<file path="config.mk">
export PLATFORM = sky130hd
export DESIGN_NAME = pnn_ctrl
export DESIGN_NICKNAME = d
export VERILOG_FILES = /design/src/rtl/core/pnn_pkg.sv /design/src/rtl/core/pnn_ctrl.sv
export SDC_FILE = /design/constraint.sdc
export NUM_CORES = 1
export LEC_CHECK = 0
export ABC_AREA = 1
export BUFFER_PORTS_ARGS = -buffer_cell sky130_fd_sc_hd__buf_2
export CORE_AREA = 3 3 40 42
export DETAILED_ROUTE_END_ITERATION = 16
export DIE_AREA = 0 0 43 45
export GPL_ROUTABILITY_DRIVEN = 1
export MAX_ROUTING_LAYER = met4
export PLACE_DENSITY_LB_ADDON = 0.12
export SLEW_MARGIN = 10
export SYNTH_ARGS = -nofsm -noshare
export SYNTH_HDL_FRONTEND = slang
export SYNTH_SLANG_ARGS = --single-unit
</file>
<file path="constraint.sdc">
create_clock -name i_clk -period 1.12 [get_ports i_clk]
set_input_delay 0.112 -clock i_clk [delete_from_list [all_inputs] [get_ports i_clk]]
set_output_delay 0.112 -clock i_clk [all_outputs]
set_load 0.005 [all_outputs]
</file>
<file path="src/rtl/core/pnn_pkg.sv">
// Shared types, constants and arithmetic helpers for the Newell normal block.
`default_nettype none
package pnn_pkg;

    localparam int COORD_BITS = 24;
    localparam int SUM_W      = 60;
    localparam int PROD_W     = 2 * (COORD_BITS + 1);
    localparam int NRM_W      = 30;   // magnitude width after normalizing shift
    localparam int Q_W        = 17;   // unit normal magnitude, up to 2^16
    localparam int DIV_W      = 48;   // dividend width of the normalize divide
    localparam int ROOT_W     = 32;

    localparam logic signed [SUM_W-1:0] ACC_MAX = {1'b0, {(SUM_W-1){1'b1}}};
    localparam logic signed [SUM_W-1:0] ACC_MIN = {1'b1, {(SUM_W-1){1'b0}}};

    typedef enum logic [3:0] {
        S_IDLE, S_ADD, S_CMUL, S_CADD, S_CHECK, S_NINIT,
        S_SHIFT, S_SQ, S_SQRT, S_DINIT, S_DIV, S_EMIT
    } t_state;

    typedef enum logic [3:0] {
        OP_NONE, OP_LOAD, OP_ADD, OP_CMUL, OP_NINIT, OP_NSHIFT,
        OP_SQ, OP_SQRT, OP_DINIT, OP_DIV, OP_EMIT
    } t_op;

    typedef struct packed {
        t_op op;
    } t_cmd;

    typedef struct packed {
        logic last;
        logic zero;
        logic mode;
        logic shift_done;
        logic sq_done;
        logic sqrt_done;
        logic div_done;
        logic out_busy;
    } t_stat;

    // One Newell cross term: (a0 - a1) * (b0 + b1)
    function automatic logic signed [PROD_W-1:0] cross_term(
        input logic signed [COORD_BITS-1:0] a0,
        input logic signed [COORD_BITS-1:0] a1,
        input logic signed [COORD_BITS-1:0] b0,
        input logic signed [COORD_BITS-1:0] b1
    );
        logic signed [COORD_BITS:0] d;
        logic signed [COORD_BITS:0] s;
        d = {a0[COORD_BITS-1], a0} - {a1[COORD_BITS-1], a1};
        s = {b0[COORD_BITS-1], b0} + {b1[COORD_BITS-1], b1};
        return d * s;
    endfunction

endpackage
`default_nettype wire

</file>
<file path="src/rtl/core/pnn_ctrl.sv">
// Sequencer for vertex accumulation, polygon closing and normalization.
`default_nettype none
module pnn_ctrl import pnn_pkg::*; (
    input  wire   i_clk,
    input  wire   i_rst_n,
    input  wire   i_in_valid,
    output logic  o_in_ready,
    input  t_stat i_stat,
    output t_cmd  o_cmd
);

    t_state r_state;
    t_state n_state;

    always_ff @(posedge i_clk) begin
        if (!i_rst_n) begin
            r_state <= S_IDLE;
        end else begin
            r_state <= n_state;
        end
    end

    always_comb begin
        n_state    = r_state;
        o_cmd.op   = OP_NONE;
        o_in_ready = 1'b0;
        case (r_state)
            S_IDLE: begin
                o_in_ready = 1'b1;
                if (i_in_valid) begin
                    o_cmd.op = OP_LOAD;
                    n_state  = S_ADD;
                end
            end
            S_ADD: begin
                o_cmd.op = OP_ADD;
                n_state  = i_stat.last ? S_CMUL : S_IDLE;
            end
            S_CMUL: begin
                o_cmd.op = OP_CMUL;
                n_state  = S_CADD;
            end
            S_CADD: begin
                o_cmd.op = OP_ADD;
                n_state  = S_CHECK;
            end
            S_CHECK: begin
                n_state = (i_stat.mode && !i_stat.zero) ? S_NINIT : S_EMIT;
            end
            S_NINIT: begin
                o_cmd.op = OP_NINIT;
                n_state  = S_SHIFT;
            end
            S_SHIFT: begin
                if (i_stat.shift_done) begin
                    n_state = S_SQ;
                end else begin
                    o_cmd.op = OP_NSHIFT;
                end
            end
            S_SQ: begin
                o_cmd.op = OP_SQ;
                if (i_stat.sq_done) begin
                    n_state = S_SQRT;
                end
            end
            S_SQRT: begin
                if (i_stat.sqrt_done) begin
                    n_state = S_DINIT;
                end else begin
                    o_cmd.op = OP_SQRT;
                end
            end
            S_DINIT: begin
                o_cmd.op = OP_DINIT;
                n_state  = S_DIV;
            end
            S_DIV: begin
                if (i_stat.div_done) begin
                    n_state = S_EMIT;
                end else begin
                    o_cmd.op = OP_DIV;
                end
            end
            S_EMIT: begin
                if (!i_stat.out_busy) begin
                    o_cmd.op = OP_EMIT;
                    n_state  = S_IDLE;
                end
            end
            default: begin
                n_state = S_IDLE;
            end
        endcase
    end

endmodule
`default_nettype wire

</file>
; ---- Word-level counts from Yosys, hierarchy flattened
; Index checks and enable logic that the tools add are counted.
[word_totals]
ff_bits = 4
elab_cells = 39
latchBits = 0
output_inout_bits = 5
memories = 0
ramBits = 0
inputBits = 11
rom_bits = 0
[classes]
mul = 0
add_sub_neg = 0
n_bitwise = 0
n_eq_ne = 17
n_mux = 16
n_div = 0
n_lt_le_gt_ge = 0
reduce_logical = 5
n_shift = 0
[ops]
columns = operator, n
row1 = 4-bit case mux with 12 select lines, 1
row2 = 4-bit case mux with 10 select lines, 1
row3 = 4-bit 2-to-1 mux, 9
row4 = 4-bit by 3-bit equality test with 1-bit output (second input constant), 4
row5 = 4-bit equality test (second input constant), 4
row6 = 2-bit != test (second input constant), 6
row7 = 4-bit by 2-bit equality test with 1-bit output (second input constant), 2
row8 = 3-bit 2-to-1 mux, 2
row9 = 6-bit AND reduction, 1
row10 = 4-bit by 1-bit equality test with 1-bit output (second input constant), 1
row11 = 4-bit zero test, 1
row12 = 1-bit 2-to-1 mux, 2
row13 = 2-bit 2-to-1 mux, 1
row14 = 2-bit OR reduction, 1
row15 = 1-bit logical AND, 1
row16 = 1-bit zero test, 1

; ---- Longest topological paths before layout
[depth]
depth_word = 4
mapped_depth = 9
mapped_depth_nobuf = 8

; ---- Worst setup path after synthesis
; Ideal clock, no wire load.
[synth_timing]
path_type = flip-flop to flip-flop
startpoint = register r_state[0]
endpoint = register r_state[1]
stages_incl_launch_ff = 10
path_buffers = 1
synth_period_minus_slack_ns = 1.183
arrival_ns = 1.067
setup_time_ns = 0.116
required_ns = 1.004
path_slack_ns = -0.063
cell_sequence = dfxtp_1 > buf_2 > nand2_2 > inv_2 > nand2_2 > nor2_4 > nor2_2 > nand2_2 > nand2_1 > a21oi_1
[synth_via]
elab_chain_len = 3
word_cells_on_any_way = 20
cone_classes = eq/ne (17) / mux (1) / reduce/logical (2)
[synth_rtl]
columns = element, line_no
row1 = "start, declared", pnn_ctrl.sv:12  ; t_state r_state;
row2 = "start signal, assigned", pnn_ctrl.sv:19  ; r_state <= n_state;
row3 = 4-bit by 3-bit equality test with 1-bit output (tied with other cells), pnn_ctrl.sv:27  ; case (r_state)
row4 = 2-bit != test (no source line), n/a
row5 = 6-bit AND reduction (no source line), n/a
; Parallel ways exist; a longest one is shown, timed or not.
; A chain may end at the register's enable or synchronous reset.

==> flow_summary_export.csv <==
group,metric,value,unit
status,status,"complete, but fails checks",
status,violations,"setup timing",
global_routing,antenna_found_initial,0,
cells_and_area,finish.utilization,66.7,%
sta,finalCriticalPeriod,1410,ps
worst_setup_path,critPathLaunch,"r_state[1]$_SDFFE_PN0P_",
yosys,synth-edff-count,0,
drt,drtIter0Drc,9,
hold_path,hp-class,"primary input to flop",
worst_setup_path,crit_type,"flop to primary output",
place,gp_congestion,0.797,
yosys,synth_top_area_cell,"dfxtp_1",
worst_setup_path,crit_fanout,5,
floorplan,die_h,45,um
yosys,synth_area,433,um^2
drt,detail_route.wirelength,1.62,mm
place,placed_cell_area,656,um^2
power,p_int,0.359,mW
power,peakVddDrop,0.429,mV
worst_setup_path,crit_path_start_kind,"flop",
floorplan,core-area,1280,um^2
clocking,tritoncts,"done",
power,sequentialPowerShare,30.4,%
sta,drv_slew,0,
cells_and_area,syn2layout_area_growth,98.0,%
power,p_switching,0.170,mW
yosys,synthFlopType,"dfxtp_1",
worst_setup_path,cp-end-kind,"primary output",
power,power-per-cell-area,617,nW/um^2
worst_setup_path,arrival,1300,ps
floorplan,rows,13,
global_routing,grt_max_degree,7,
global_routing,grt-ovfl-total,0,
floorplan,die_w,43,um
worst_setup_path,worst_ep_required_time,1010,ps
cells_and_area,regMostFlops,"r_state",
drt,drcViolationCount,0,
place,dpl.hpwl,1.10,mm
sta,timing.hold.ws,157,ps
yosys,synthArstFlopShare,0,%
cells_and_area,fill_cells,106,
sta,min_period_over_period,126,%
sta,setup_viol,9,
yosys,yosysMostFrequentCell,"nand2_1",
yosys,yosysSeqAreaShare,18.5,%
worst_setup_path,regToRegStartpoint,"r_state[3]$_SDFFE_PN0P_",
drt,ant_nets,0,
global_routing,grt_pass1_vias,632,
drt,first_pass_iters,4,
clocking,clk_latency,240,ps
worst_setup_path,reg2regPathDepth,9,
cells_and_area,largest_register_ff_count,4,
drt,wl_per_cell,12.2,um
cells_and_area,n_antenna_cell,0,
clocking,ctsHoldBuffers,0,
clocking,clk_pin_slew,40,ps
sta,hold_violations,0,
sta,fmax,0.709,GHz
global_routing,grt.total_usage,17.7,%
sta,rsz0062_at_grt,"yes",
floorplan,initial_core_util,33.7,%
clocking,cts.sinks,4,
cells_and_area,finalNetCount,130,
hold_path,worstHoldStart,"i_rst_n",
sta,skew,1.01,ps
yosys,avgSynthCellArea,5.93,um^2
place,dpl_worst_slack,-207,ps
sta,relSlewSlack,87.2,%
power,leakage,0.461,nW
place,port_buffers,15,
clocking,cts-root-buf,"clkbuf_4",
worst_setup_path,rrSetupSlack,-190,ps
power,swShare,32.1,%
clocking,cts_buffer_depth,2,
floorplan,ios,16,
power,clkPwrFrac,34.8,%
yosys,synthTopCellsByCount,"nand2_1 (16), nand3_1 (13), inv_1 (8)",
yosys,yosysUniqueCellTypes,19,
sta,tightest_slew,189,ps
hold_path,hold_depth,3,
power,combinationalPowerShare,34.7,%
global_routing,grt_pass1_wl,2.58,mm
sta,worst_slack,-290,ps
job,drv_cap,0,
yosys,synth-seq-cells,4,
yosys,yosys-top-cells-area,"dfxtp_1 (18%), nand3_1 (15%), nand2_1 (14%), nor2_2 (7.2%), inv_1 (6.9%)",
yosys,yosysTopAreaCellShare,18.5,%
cells_and_area,reg_top3,"r_state x4",
drt,via_per_inst,5.02,
yosys,synthCells,73,
drt,vias,662,
floorplan,dieArea,1940,um^2
yosys,syn_nets,84,
yosys,synth_warnings,0,
clocking,ctsHtreeMaxLevel,1,
cells_and_area,fin_area,857,um^2
power,finalPower,0.529,mW
cells_and_area,drive_above_1_share,63.2,%
clocking,cts_buffers,3,
[timing repair]
action | CTS | global route
gates resized for setup | 16 | 11
setup buffers | 3 | 8
endpoints found under the setup margin | 9 | 9
pin swaps | 3 | 12
[power by group through the flow]
stage          logic, mW  registers [mW]  clock network (mW)
4_1_cts            0.164           0.161               0.182
3_5_place_dp       0.158           0.167                   0
3_3_place_gp       0.156           0.168                   0
2_1_floorplan     0.0916           0.158                   0
5_1_grt            0.203           0.162               0.188
6_report           0.184           0.161               0.184
[worst max-delay path: stages (launching register included)]
cell	delay (ps)
dfxtp_4	380
inv_4	50
nor2_4	140
nand2_2	100
buf_6	120
o211ai_1	140
buf_2	140
[path summary, 6_finish.rpt]
kind / endpoint
worst min register to register: r_state[1]$_SDFFE_PN0P_
worst max register to register: r_state[1]$_SDFFE_PN0P_
worst min-delay path: r_state[1]$_SDFFE_PN0P_
worst max-delay path: o_cmd[3]
[cell type report]
type | count | area, um^2 | share of cell area (%)
inverter | 11 | 46.3 | 5.40
timing repair buffer | 42 | 293 | 34.2
multi-input combinational | 57 | 382 | 44.5
clock buffer | 3 | 22.5 | 2.63
sequential | 4 | 95.1 | 11.1
tap | 15 | 18.8 | 2.19
[kinds of logic (layout without fill, tap and decap cells)]
family | after synthesis | count (layout) | synth area share, %
compound gates | 11 | 11 | 15.0
buf+inv | 12 | 56 | 10.7
flops | 4 | 4 | 18.5
simple gates | 46 | 46 | 55.8
[through the flow]
| step | setup TNS [ps] | cells |
|---|---|---|
| floorplan | 0 | 73 |
| global placement | -1360 | 118 |
| detailed placement | -1190 | 118 |
| CTS | -1520 | 124 |
| global route | -2400 | 132 |
| finish | -1810 | 132 |
[metal layers]
metal	wire length, um	vias to the layer above	global-route usage, %	part of all wire, %
li1	-	336	-	-
met1	727	306	21.9	45
met2	792	16	29.6	49
met3	65	4	2.79	4.0
met4	31	0	5.42	1.9
met5	0	-	-	0
[cell usage in the layout, fill, tap and decap left out, drive strengths merged]
cell type,n
inv,11
nand4,1
nand3,14
nor3,1
o211ai,2
nor2,9
clkbuf,3
dfxtp,4
nand2,19
a21oi,5
a31oi,1
o21ai,2
nand3b,2
o2111ai,1
buf,42
Power figures use the tool's default switching activity.
